File: config.mk
export PLATFORM = sky130hd
export DESIGN_NAME = length_prefixed_frame_receiver_unit
export DESIGN_NICKNAME = d
export VERILOG_FILES = /design/src/rtl/core/lpfr_pkg.sv /design/src/rtl/core/lpfr_cfg_regs.sv /design/src/rtl/core/lpfr_frame_core.sv /design/src/rtl/core/length_prefixed_frame_receiver_unit.sv
export VERILOG_INCLUDE_DIRS = /design/src /design/src/rtl/core
export SDC_FILE = /design/constraint.sdc
export NUM_CORES = 1
export LEC_CHECK = 0
export ABC_AREA = 1
export BUFFER_PORTS_ARGS = -buffer_cell sky130_fd_sc_hd__buf_4
export CORE_ASPECT_RATIO = 0.5
export CORE_MARGIN = 8
export CORE_UTILIZATION = 55
export CTS_CLUSTER_DIAMETER = 80
export DETAILED_ROUTE_END_ITERATION = 8
export HOLD_SLACK_MARGIN = 0.05
export PLACE_DENSITY_LB_ADDON = 0.25
export SYNTH_ARGS = -nofsm -noshare
export SYNTH_HDL_FRONTEND = slang
export SYNTH_SLANG_ARGS = --single-unit
export TNS_END_PERCENT = 5
File: constraint.sdc
create_clock -name clk_i -period 4.2 [get_ports clk_i]
set_input_delay 0.42 -clock clk_i [delete_from_list [all_inputs] [get_ports clk_i]]
set_output_delay 0.42 -clock clk_i [all_outputs]
set_load 0.01 [all_outputs]
File: src/rtl/core/length_prefixed_frame_receiver_unit_assert.svh
// Assertion macros for the length-prefixed frame receiver.
// Define ASSERT_OFF to compile every check to nothing.
`ifndef LENGTH_PREFIXED_FRAME_RECEIVER_UNIT_ASSERT_SVH
`define LENGTH_PREFIXED_FRAME_RECEIVER_UNIT_ASSERT_SVH
`ifndef ASSERT_OFF
`define LPFR_ASSERT(lbl, clk, rstn, prop, msg) \
  lbl: assert property (@(posedge clk) disable iff (!rstn) prop) else $error(msg);
`define LPFR_ASSERT_NEXT(lbl, clk, rstn, ante, cons, msg) \
  `LPFR_ASSERT(lbl, clk, rstn, (ante) |=> (cons), msg)
`else
`define LPFR_ASSERT(lbl, clk, rstn, prop, msg)
`define LPFR_ASSERT_NEXT(lbl, clk, rstn, ante, cons, msg)
`endif
`endif

File: src/rtl/core/lpfr_pkg.sv
// Shared types and constants for the length-prefixed frame receiver.
// No dependencies.
package lpfr_pkg;

  localparam int unsigned ByteW  = 8;
  localparam int unsigned IdxW   = 9;
  localparam int unsigned CfgIdxW = 2;

  localparam logic [CfgIdxW-1:0] REG_START_CODE = 2'd0;
  localparam logic [CfgIdxW-1:0] REG_END_CODE   = 2'd1;
  localparam logic [CfgIdxW-1:0] REG_ACK_CODE   = 2'd2;
  localparam logic [CfgIdxW-1:0] REG_NACK_CODE  = 2'd3;

  localparam logic [ByteW-1:0] START_CODE_RST = 8'h0F;
  localparam logic [ByteW-1:0] END_CODE_RST   = 8'hF0;
  localparam logic [ByteW-1:0] ACK_CODE_RST   = 8'h79;
  localparam logic [ByteW-1:0] NACK_CODE_RST  = 8'h7F;

  // length, address high, address low and checksum around the payload
  localparam logic [IdxW:0] FRAME_OVERHEAD = 10'd4;
  localparam logic [IdxW-1:0] IDX_MAX = 9'd258;

  typedef struct packed {
    logic [ByteW-1:0] start_code;
    logic [ByteW-1:0] end_code;
    logic [ByteW-1:0] ack_code;
    logic [ByteW-1:0] nack_code;
  } cfg_t;

  typedef struct packed {
    logic             reply_valid;
    logic [ByteW-1:0] reply_byte;
    logic             frame_done;
    logic             checksum_ok;
    logic             session_active;
    logic [ByteW-1:0] frames_accepted;
  } result_t;

endpackage

File: src/rtl/core/lpfr_cfg_regs.sv
// Code registers of the frame receiver, written through a plain write port.
// Depends on lpfr_pkg.
module lpfr_cfg_regs (
  input  logic                         clk_i,
  input  logic                         rst_ni,
  input  logic                         cfg_we_i,
  input  logic [lpfr_pkg::CfgIdxW-1:0] cfg_idx_i,
  input  logic [lpfr_pkg::ByteW-1:0]   cfg_wdata_i,
  output lpfr_pkg::cfg_t               cfg_o
);

  lpfr_pkg::cfg_t cfg_q;
  lpfr_pkg::cfg_t cfg_d;

  always_comb begin
    cfg_d = cfg_q;
    if (cfg_we_i) begin
      unique case (cfg_idx_i)
        lpfr_pkg::REG_START_CODE: cfg_d.start_code = cfg_wdata_i;
        lpfr_pkg::REG_END_CODE:   cfg_d.end_code   = cfg_wdata_i;
        lpfr_pkg::REG_ACK_CODE:   cfg_d.ack_code   = cfg_wdata_i;
        lpfr_pkg::REG_NACK_CODE:  cfg_d.nack_code  = cfg_wdata_i;
        default:                  cfg_d            = cfg_q;
      endcase
    end
  end

  always_ff @(posedge clk_i or negedge rst_ni) begin
    if (!rst_ni) begin
      cfg_q.start_code <= lpfr_pkg::START_CODE_RST;
      cfg_q.end_code   <= lpfr_pkg::END_CODE_RST;
      cfg_q.ack_code   <= lpfr_pkg::ACK_CODE_RST;
      cfg_q.nack_code  <= lpfr_pkg::NACK_CODE_RST;
    end else begin
      cfg_q <= cfg_d;
    end
  end

  assign cfg_o = cfg_q;

endmodule

File: src/rtl/core/lpfr_frame_core.sv
// Frame state and per-word decode: session, byte position, running XOR, count.
// Depends on lpfr_pkg and the assertion macro header.
`include "length_prefixed_frame_receiver_unit_assert.svh"
module lpfr_frame_core (
  input  logic                       clk_i,
  input  logic                       rst_ni,
  input  logic                       advance_i,
  input  logic [lpfr_pkg::ByteW-1:0] rx_byte_i,
  input  lpfr_pkg::cfg_t             cfg_i,
  output lpfr_pkg::result_t          result_o
);

  logic                       boundary_q, boundary_d;
  logic                       session_q, session_d;
  logic [lpfr_pkg::IdxW-1:0]  idx_q, idx_d;
  logic [lpfr_pkg::ByteW-1:0] len_q, len_d;
  logic [lpfr_pkg::ByteW-1:0] csum_q, csum_d;
  logic [lpfr_pkg::ByteW-1:0] count_q, count_d;
  logic [lpfr_pkg::ByteW-1:0] len_eff;
  logic [lpfr_pkg::IdxW:0]    total;
  logic [lpfr_pkg::IdxW:0]    idx_inc;
  logic                       last_byte;
  logic                       sum_match;

  assign len_eff   = (idx_q == '0) ? rx_byte_i : len_q;
  assign total     = {2'b00, len_eff} + lpfr_pkg::FRAME_OVERHEAD;
  assign idx_inc   = {1'b0, idx_q} + 10'd1;
  assign last_byte = (idx_inc >= total);
  assign sum_match = (rx_byte_i == csum_q);

  always_comb begin
    boundary_d = boundary_q;
    session_d  = session_q;
    idx_d      = idx_q;
    len_d      = len_q;
    csum_d     = csum_q;
    count_d    = count_q;
    result_o   = '0;
    priority if (boundary_q && (rx_byte_i == cfg_i.start_code)) begin
      session_d             = 1'b1;
      boundary_d            = 1'b0;
      idx_d                 = '0;
      csum_d                = '0;
      result_o.reply_valid  = 1'b1;
      result_o.reply_byte   = cfg_i.ack_code;
    end else if (boundary_q && (rx_byte_i == cfg_i.end_code)) begin
      session_d             = 1'b0;
      boundary_d            = 1'b1;
      idx_d                 = '0;
      csum_d                = '0;
      result_o.reply_valid  = 1'b1;
      result_o.reply_byte   = cfg_i.ack_code;
    end else begin
      boundary_d = 1'b0;
      len_d      = len_eff;
      if (last_byte) begin
        result_o.frame_done  = 1'b1;
        result_o.checksum_ok = sum_match;
        idx_d                = '0;
        csum_d               = '0;
        boundary_d           = 1'b1;
        if (session_q) begin
          result_o.reply_valid = 1'b1;
          if (sum_match) begin
            count_d             = count_q + 8'd1;
            result_o.reply_byte = cfg_i.ack_code;
          end else begin
            result_o.reply_byte = cfg_i.nack_code;
          end
        end
      end else begin
        csum_d = csum_q ^ rx_byte_i;
        idx_d  = idx_inc[lpfr_pkg::IdxW-1:0];
      end
    end
    if (!session_d) begin
      count_d = '0;
    end
    result_o.session_active  = session_d;
    result_o.frames_accepted = count_d;
  end

  always_ff @(posedge clk_i or negedge rst_ni) begin
    if (!rst_ni) begin
      boundary_q <= 1'b1;
      session_q  <= 1'b0;
      idx_q      <= '0;
      len_q      <= '0;
      csum_q     <= '0;
      count_q    <= '0;
    end else if (advance_i) begin
      boundary_q <= boundary_d;
      session_q  <= session_d;
      idx_q      <= idx_d;
      len_q      <= len_d;
      csum_q     <= csum_d;
      count_q    <= count_d;
    end
  end

  `LPFR_ASSERT(a_boundary_idx, clk_i, rst_ni, boundary_q |-> (idx_q == '0), "index not zero at boundary")
  `LPFR_ASSERT(a_idx_range, clk_i, rst_ni, idx_q <= lpfr_pkg::IDX_MAX, "byte index past longest frame")
  `LPFR_ASSERT(a_count_session, clk_i, rst_ni, !session_q |-> (count_q == '0), "count held outside session")
  `LPFR_ASSERT_NEXT(a_done_boundary, clk_i, rst_ni, advance_i && result_o.frame_done, boundary_q, "no boundary after frame")

endmodule

File: src/rtl/core/length_prefixed_frame_receiver_unit.sv
// Length-prefixed frame receiver with XOR checksum: one result word per rx word.
// Words pass input register then result register; 1 word/cycle unless stalled.
// Input register, frame state and result register each hold one word; the
// output stalls back through the input register only.
// Reset (async, active low) restores default codes, boundary state, no session.
// Depends on lpfr_pkg, lpfr_cfg_regs, lpfr_frame_core and the assertion header.
`include "length_prefixed_frame_receiver_unit_assert.svh"
module length_prefixed_frame_receiver_unit (
  input  logic                         clk_i,
  input  logic                         rst_ni,
  input  logic                         cfg_we_i,
  input  logic [lpfr_pkg::CfgIdxW-1:0] cfg_idx_i,
  input  logic [lpfr_pkg::ByteW-1:0]   cfg_wdata_i,
  input  logic                         in_valid_i,
  output logic                         in_ready_o,
  input  logic [lpfr_pkg::ByteW-1:0]   rx_byte_i,
  output logic                         out_valid_o,
  input  logic                         out_ready_i,
  output logic                         reply_valid_o,
  output logic [lpfr_pkg::ByteW-1:0]   reply_byte_o,
  output logic                         frame_done_o,
  output logic                         checksum_ok_o,
  output logic                         session_active_o,
  output logic [lpfr_pkg::ByteW-1:0]   frames_accepted_o
);

  lpfr_pkg::cfg_t             cfg;
  lpfr_pkg::result_t          result;
  lpfr_pkg::result_t          res_q;
  logic [lpfr_pkg::ByteW-1:0] byte_q;
  logic                       in_valid_q, in_valid_d;
  logic                       out_valid_q, out_valid_d;
  logic                       out_free;
  logic                       advance;
  logic                       in_take;

  assign out_free   = !out_valid_q || out_ready_i;
  assign advance    = in_valid_q && out_free;
  assign in_ready_o = !in_valid_q || advance;
  assign in_take    = in_valid_i && in_ready_o;

  always_comb begin
    in_valid_d = in_valid_q;
    if (in_take) begin
      in_valid_d = 1'b1;
    end else if (advance) begin
      in_valid_d = 1'b0;
    end
  end

  always_comb begin
    out_valid_d = out_valid_q;
    if (advance) begin
      out_valid_d = 1'b1;
    end else if (out_ready_i) begin
      out_valid_d = 1'b0;
    end
  end

  lpfr_cfg_regs u_cfg_regs (
    .clk_i       (clk_i),
    .rst_ni      (rst_ni),
    .cfg_we_i    (cfg_we_i),
    .cfg_idx_i   (cfg_idx_i),
    .cfg_wdata_i (cfg_wdata_i),
    .cfg_o       (cfg)
  );

  lpfr_frame_core u_frame_core (
    .clk_i     (clk_i),
    .rst_ni    (rst_ni),
    .advance_i (advance),
    .rx_byte_i (byte_q),
    .cfg_i     (cfg),
    .result_o  (result)
  );

  always_ff @(posedge clk_i or negedge rst_ni) begin
    if (!rst_ni) begin
      in_valid_q  <= 1'b0;
      out_valid_q <= 1'b0;
    end else begin
      in_valid_q  <= in_valid_d;
      out_valid_q <= out_valid_d;
    end
  end

  always_ff @(posedge clk_i) begin
    if (in_take) begin
      byte_q <= rx_byte_i;
    end
    if (advance) begin
      res_q <= result;
    end
  end

  assign out_valid_o       = out_valid_q;
  assign reply_valid_o     = res_q.reply_valid;
  assign reply_byte_o      = res_q.reply_byte;
  assign frame_done_o      = res_q.frame_done;
  assign checksum_ok_o     = res_q.checksum_ok;
  assign session_active_o  = res_q.session_active;
  assign frames_accepted_o = res_q.frames_accepted;

  `LPFR_ASSERT_NEXT(a_advance_fills, clk_i, rst_ni, advance, out_valid_q,
                    "result register not loaded")
  `LPFR_ASSERT(a_ok_done, clk_i, rst_ni,
               (out_valid_q && res_q.checksum_ok) |-> res_q.frame_done,
               "checksum flag without frame")
  `LPFR_ASSERT(a_quiet_outside, clk_i, rst_ni,
               (out_valid_q && res_q.frame_done && !res_q.session_active) |-> !res_q.reply_valid,
               "reply to frame outside session")

endmodule

==> summary.json <==
{
  "outcome": {
    "outcome": "finished, final reports clean"
  },
  "synth": {
    "distinct_cell_type_count_after_synthesis": 46,
    "synth_edf_count": 28,
    "async_flop_share": 0.711,
    "syn_inst": 566,
    "synth.avg_cell_area_um2": 9.01,
    "synth_flop_cell": "sky130_fd_sc_hd__dfrtp_1",
    "synth_top_cells_by_count": "sky130_fd_sc_hd__nand2_1 (155), sky130_fd_sc_hd__inv_1 (72), sky130_fd_sc_hd__dfrtp_1 (48), sky130_fd_sc_hd__o21ai_0 (43), sky130_fd_sc_hd__nand3_1 (30)",
    "mappedNetlistArea_um2": 5100,
    "portion_of_synthesized_cell_area_occupied_by_the_leading_cell_type": 0.235,
    "yosysTopAreaCell": "sky130_fd_sc_hd__dfrtp_1",
    "synth-seq-area-share": 0.508,
    "synth.yosys.warnings": 0,
    "post_synthesis_sequential_element_count": 97,
    "most_frequent_cell_after_synthesis": "sky130_fd_sc_hd__nand2_1",
    "ys_top_cells_by_area": "sky130_fd_sc_hd__dfrtp_1 (24%), sky130_fd_sc_hd__edfxtp_1 (16%), sky130_fd_sc_hd__nand2_1 (11%), sky130_fd_sc_hd__dfstp_2 (11%), sky130_fd_sc_hd__inv_1 (5.3%)",
    "mappedNetlistNets": 602
  },
  "routing": {
    "final_routed_drc_violation_total": 0,
    "drtPass1Iterations": 5,
    "post_drt_via_cell_ratio": 5.30,
    "route.vias.total": 3881,
    "drtIter0Drc": 287,
    "routedWlPerCell_um": 14.5,
    "antenna_violating_nets_post_route": 0,
    "detail_route.wirelength_um": 10600
  },
  "final_layout": {
    "layout-area-overhead-vs-synth_pct": 13.6,
    "finalNetCount": 646,
    "drive_gt1_frac": 0.215,
    "sequential_cell_area_um2": 2590,
    "final_util": 0.655,
    "multi_input_comb_area_um2": 2100,
    "antenna-diode-count": 0,
    "filler_cell_count": 673,
    "finalInstanceArea_um2": 5800
  },
  "sta": {
    "relSlewSlack": 0.416,
    "rsz0062_at_grt": "false",
    "fin_tns_setup_ns": 0,
    "skew_ns": 0.00718,
    "period_minus_slack_ns": 3.69,
    "fraction_of_the_cycle_the_final_worst_path_needs": 0.879,
    "whs_ns": 0.193,
    "tightestPinTransition_ns": 0.876,
    "timing_max_transition_violations_final": 0,
    "finalHoldViolations": 0,
    "achievable-frequency_ghz": 0.271,
    "timing.final.setup_violations": 0
  },
  "worst_setup_path": {
    "regToRegStartpoint": "u_frame_core.idx_q[0]",
    "timing.reg2reg.worst_path_depth": 19,
    "critPathLaunchType": "register",
    "timing_worst_setup_path_type": "register to register",
    "critPathMaxStageDelay_ns": 0.43,
    "r2r_slack_ns": 0.51,
    "series_of_cell_instances_along_the_critical_path": "inv_1 > ha_1 > nand2_1 > nor3_2 > nand3_2 > o21ai_1 > ha_1 > nand3_1 > xor2_1 > ha_1 > nand2_1 > nor2_1 > nand3_1 > nor2_1 > nor2_4 > nand2_8 > inv_2 > nand2_2 > o21ai_0",
    "critical_path.max_fanout": 17,
    "rr_endpoint": "u_frame_core.csum_q[0]",
    "critical_path_required_ns": 4.41,
    "worst_ep_arrival_time_ns": 3.90,
    "setup.worst_path.end_class": "register",
    "timing.critical_path.mode_cell": "sky130_fd_sc_hd__ha_1",
    "slowest_stage": "sky130_fd_sc_hd__dfrtp_1"
  },
  "die": {
    "overall_die_area_um2": 12800,
    "fp.coreArea_um2": 8860,
    "top_level_ports": 45,
    "die_h_um": 84.1,
    "row_count": 24,
    "die_width_um": 152,
    "starting_density_of_the_core": 0.576
  },
  "clock_tree": {
    "cts_root_buffer": "sky130_fd_sc_hd__clkbuf_16",
    "postCtsSetupRepairBufs": 0,
    "cts_max_path_buffers": 2,
    "number_of_buffers_created_by_cts": 9,
    "clock_latency_ns": 0.35,
    "tritoncts": "built",
    "clkSinkCount": 97,
    "cts.reportedPaths.clkPinSlew_ns": 0.07,
    "cts_resized": 0,
    "cts_hold_repair.buffers": 0,
    "ctsHtreeMaxLevel": 3
  },
  "pwr": {
    "p_int_w": 0.00216,
    "power.density_nw_per_um2": 623,
    "leakage_dissipation_nw": 2.79,
    "peakVddDrop_v": 0.000266,
    "part_of_the_total_power_dissipated_in_combinational_logic": 0.406,
    "sw_frac_of_total": 0.401,
    "pwr-share-clk": 0.224,
    "power_w": 0.00361,
    "fraction_of_power_consumed_by_sequential_logic": 0.371,
    "p_switching_w": 0.00145
  },
  "run": {
    "cap_viol_max_count": 0
  },
  "global_routing": {
    "grt_antenna_before_repair": 0,
    "grt_max_degree": 70,
    "grt_pass1_vias": 3814,
    "gr-usage-all-layers": 0.174,
    "grt_first_pass_wirelength_um": 18400,
    "grt.overflow.total": 0
  },
  "place": {
    "place.gp.congestion": 0.824,
    "placed_cell_area_um2": 5500,
    "hpwlAfterDp_um": 7630,
    "port_buffers": 44
  },
  "hold_path": {
    "hold_class": "input port to async pin"
  }
}
## sequential cells by signal, indices dropped and copies added, names as in the netlist, 8 cells and up
name,count
u_frame_core.csum_q,8
u_frame_core.len_q,8
frames_accepted_o,8
reply_byte_o,8
u_frame_core.idx_q,9
u_frame_core.count_q,8
u_cfg_regs.cfg_o,32
byte_q,8
## layout make-up
type | instances | area share
multi-input cells | 371 | 0.363
clock inverters | 6 | 0.00950
well taps | 117 | 0.0252
clock buffers | 10 | 0.0412
flip-flops and latches | 97 | 0.447
inverters | 86 | 0.0557
repair buffers | 45 | 0.0583
## per-stage QoR
step	setup slack, ns	instances
after floorplan	1.08	566
after global placement	0.725	716
after detailed placement	0.504	716
after CTS	0.493	732
after global routing	0.148	732
final	0.507	732
## routing by layer
metal | track usage | routed length, um
met4 | 0.0603 | 163
met5 | 0 | 0
met3 | 0.0475 | 683
met1 | 0.227 | 4980
met2 | 0.274 | 4810
## power by group through the flow
stage | Sequential [W] | Clock (W) | Combinational, W
2_1_floorplan | 0.00134 | 0 | 0.00119
3_3_place_gp | 0.00134 | 0 | 0.00141
3_5_place_dp | 0.00135 | 0 | 0.00145
4_1_cts | 0.00134 | 0.000827 | 0.00148
5_1_grt | 0.00136 | 0.000863 | 0.00167
6_report | 0.00134 | 0.000809 | 0.00146
## cell families after synthesis
logic type / synth area share
flops: 0.508
buf+inv: 0.0795
mux: 0.0265
xor+xnor: 0.0238
compound gates: 0.102
fa+ha+maj: 0.0319
simple gates: 0.228
## worst max-delay path, delay by kind of cell (launching register included)
family / cells / cell delay, ns
xor gates and xnor gates: 1 / 0.17
adders and majority gates: 3 / 0.70
DFF: 1 / 0.43
and+or+nand+nor: 11 / 1.49
buffers and inverters: 2 / 0.18
AOI/OAI and AO/OA: 2 / 0.56
## placed cells by master, fill, tap and decap left out, types with 5 or more instances in the layout
master and n:
sky130_fd_sc_hd__ha_1 13, sky130_fd_sc_hd__nor2_1 27, sky130_fd_sc_hd__buf_4 45, sky130_fd_sc_hd__nand3_1 30
sky130_fd_sc_hd__xor2_1 9, sky130_fd_sc_hd__nand4_1 8, sky130_fd_sc_hd__clkbuf_16 9, sky130_fd_sc_hd__mux2i_1 9
sky130_fd_sc_hd__inv_2 12, sky130_fd_sc_hd__dfrtp_1 48, sky130_fd_sc_hd__nand2_2 5, sky130_fd_sc_hd__inv_1 72
sky130_fd_sc_hd__o21ai_1 9, sky130_fd_sc_hd__dfstp_2 21, sky130_fd_sc_hd__nand2_1 155, sky130_fd_sc_hd__o22ai_2 9
sky130_fd_sc_hd__edfxtp_1 28, sky130_fd_sc_hd__o21ai_0 43, sky130_fd_sc_hd__a21oi_1 10
## how the worst max path moves through the flow
| stage | start | endpoint | slack, ns | depth (start not counted) |
|---|---|---|---|---|
| 2_1_floorplan | u_frame_core.idx_q[0] | reply_byte_o[0] | 1.08 | 19 |
| 3_3_place_gp | u_frame_core.idx_q[0] | u_frame_core.idx_q[0] | 0.73 | 19 |
| 3_5_place_dp | u_frame_core.idx_q[0] | u_frame_core.csum_q[0] | 0.50 | 19 |
| 4_1_cts | u_frame_core.idx_q[0] | u_frame_core.idx_q[3] | 0.49 | 19 |
| 5_1_grt | u_frame_core.idx_q[0] | u_frame_core.csum_q[0] | 0.15 | 17 |
| 6_report | u_frame_core.idx_q[0] | u_frame_core.csum_q[0] | 0.51 | 19 |
(Power assumes the default switching activity.)
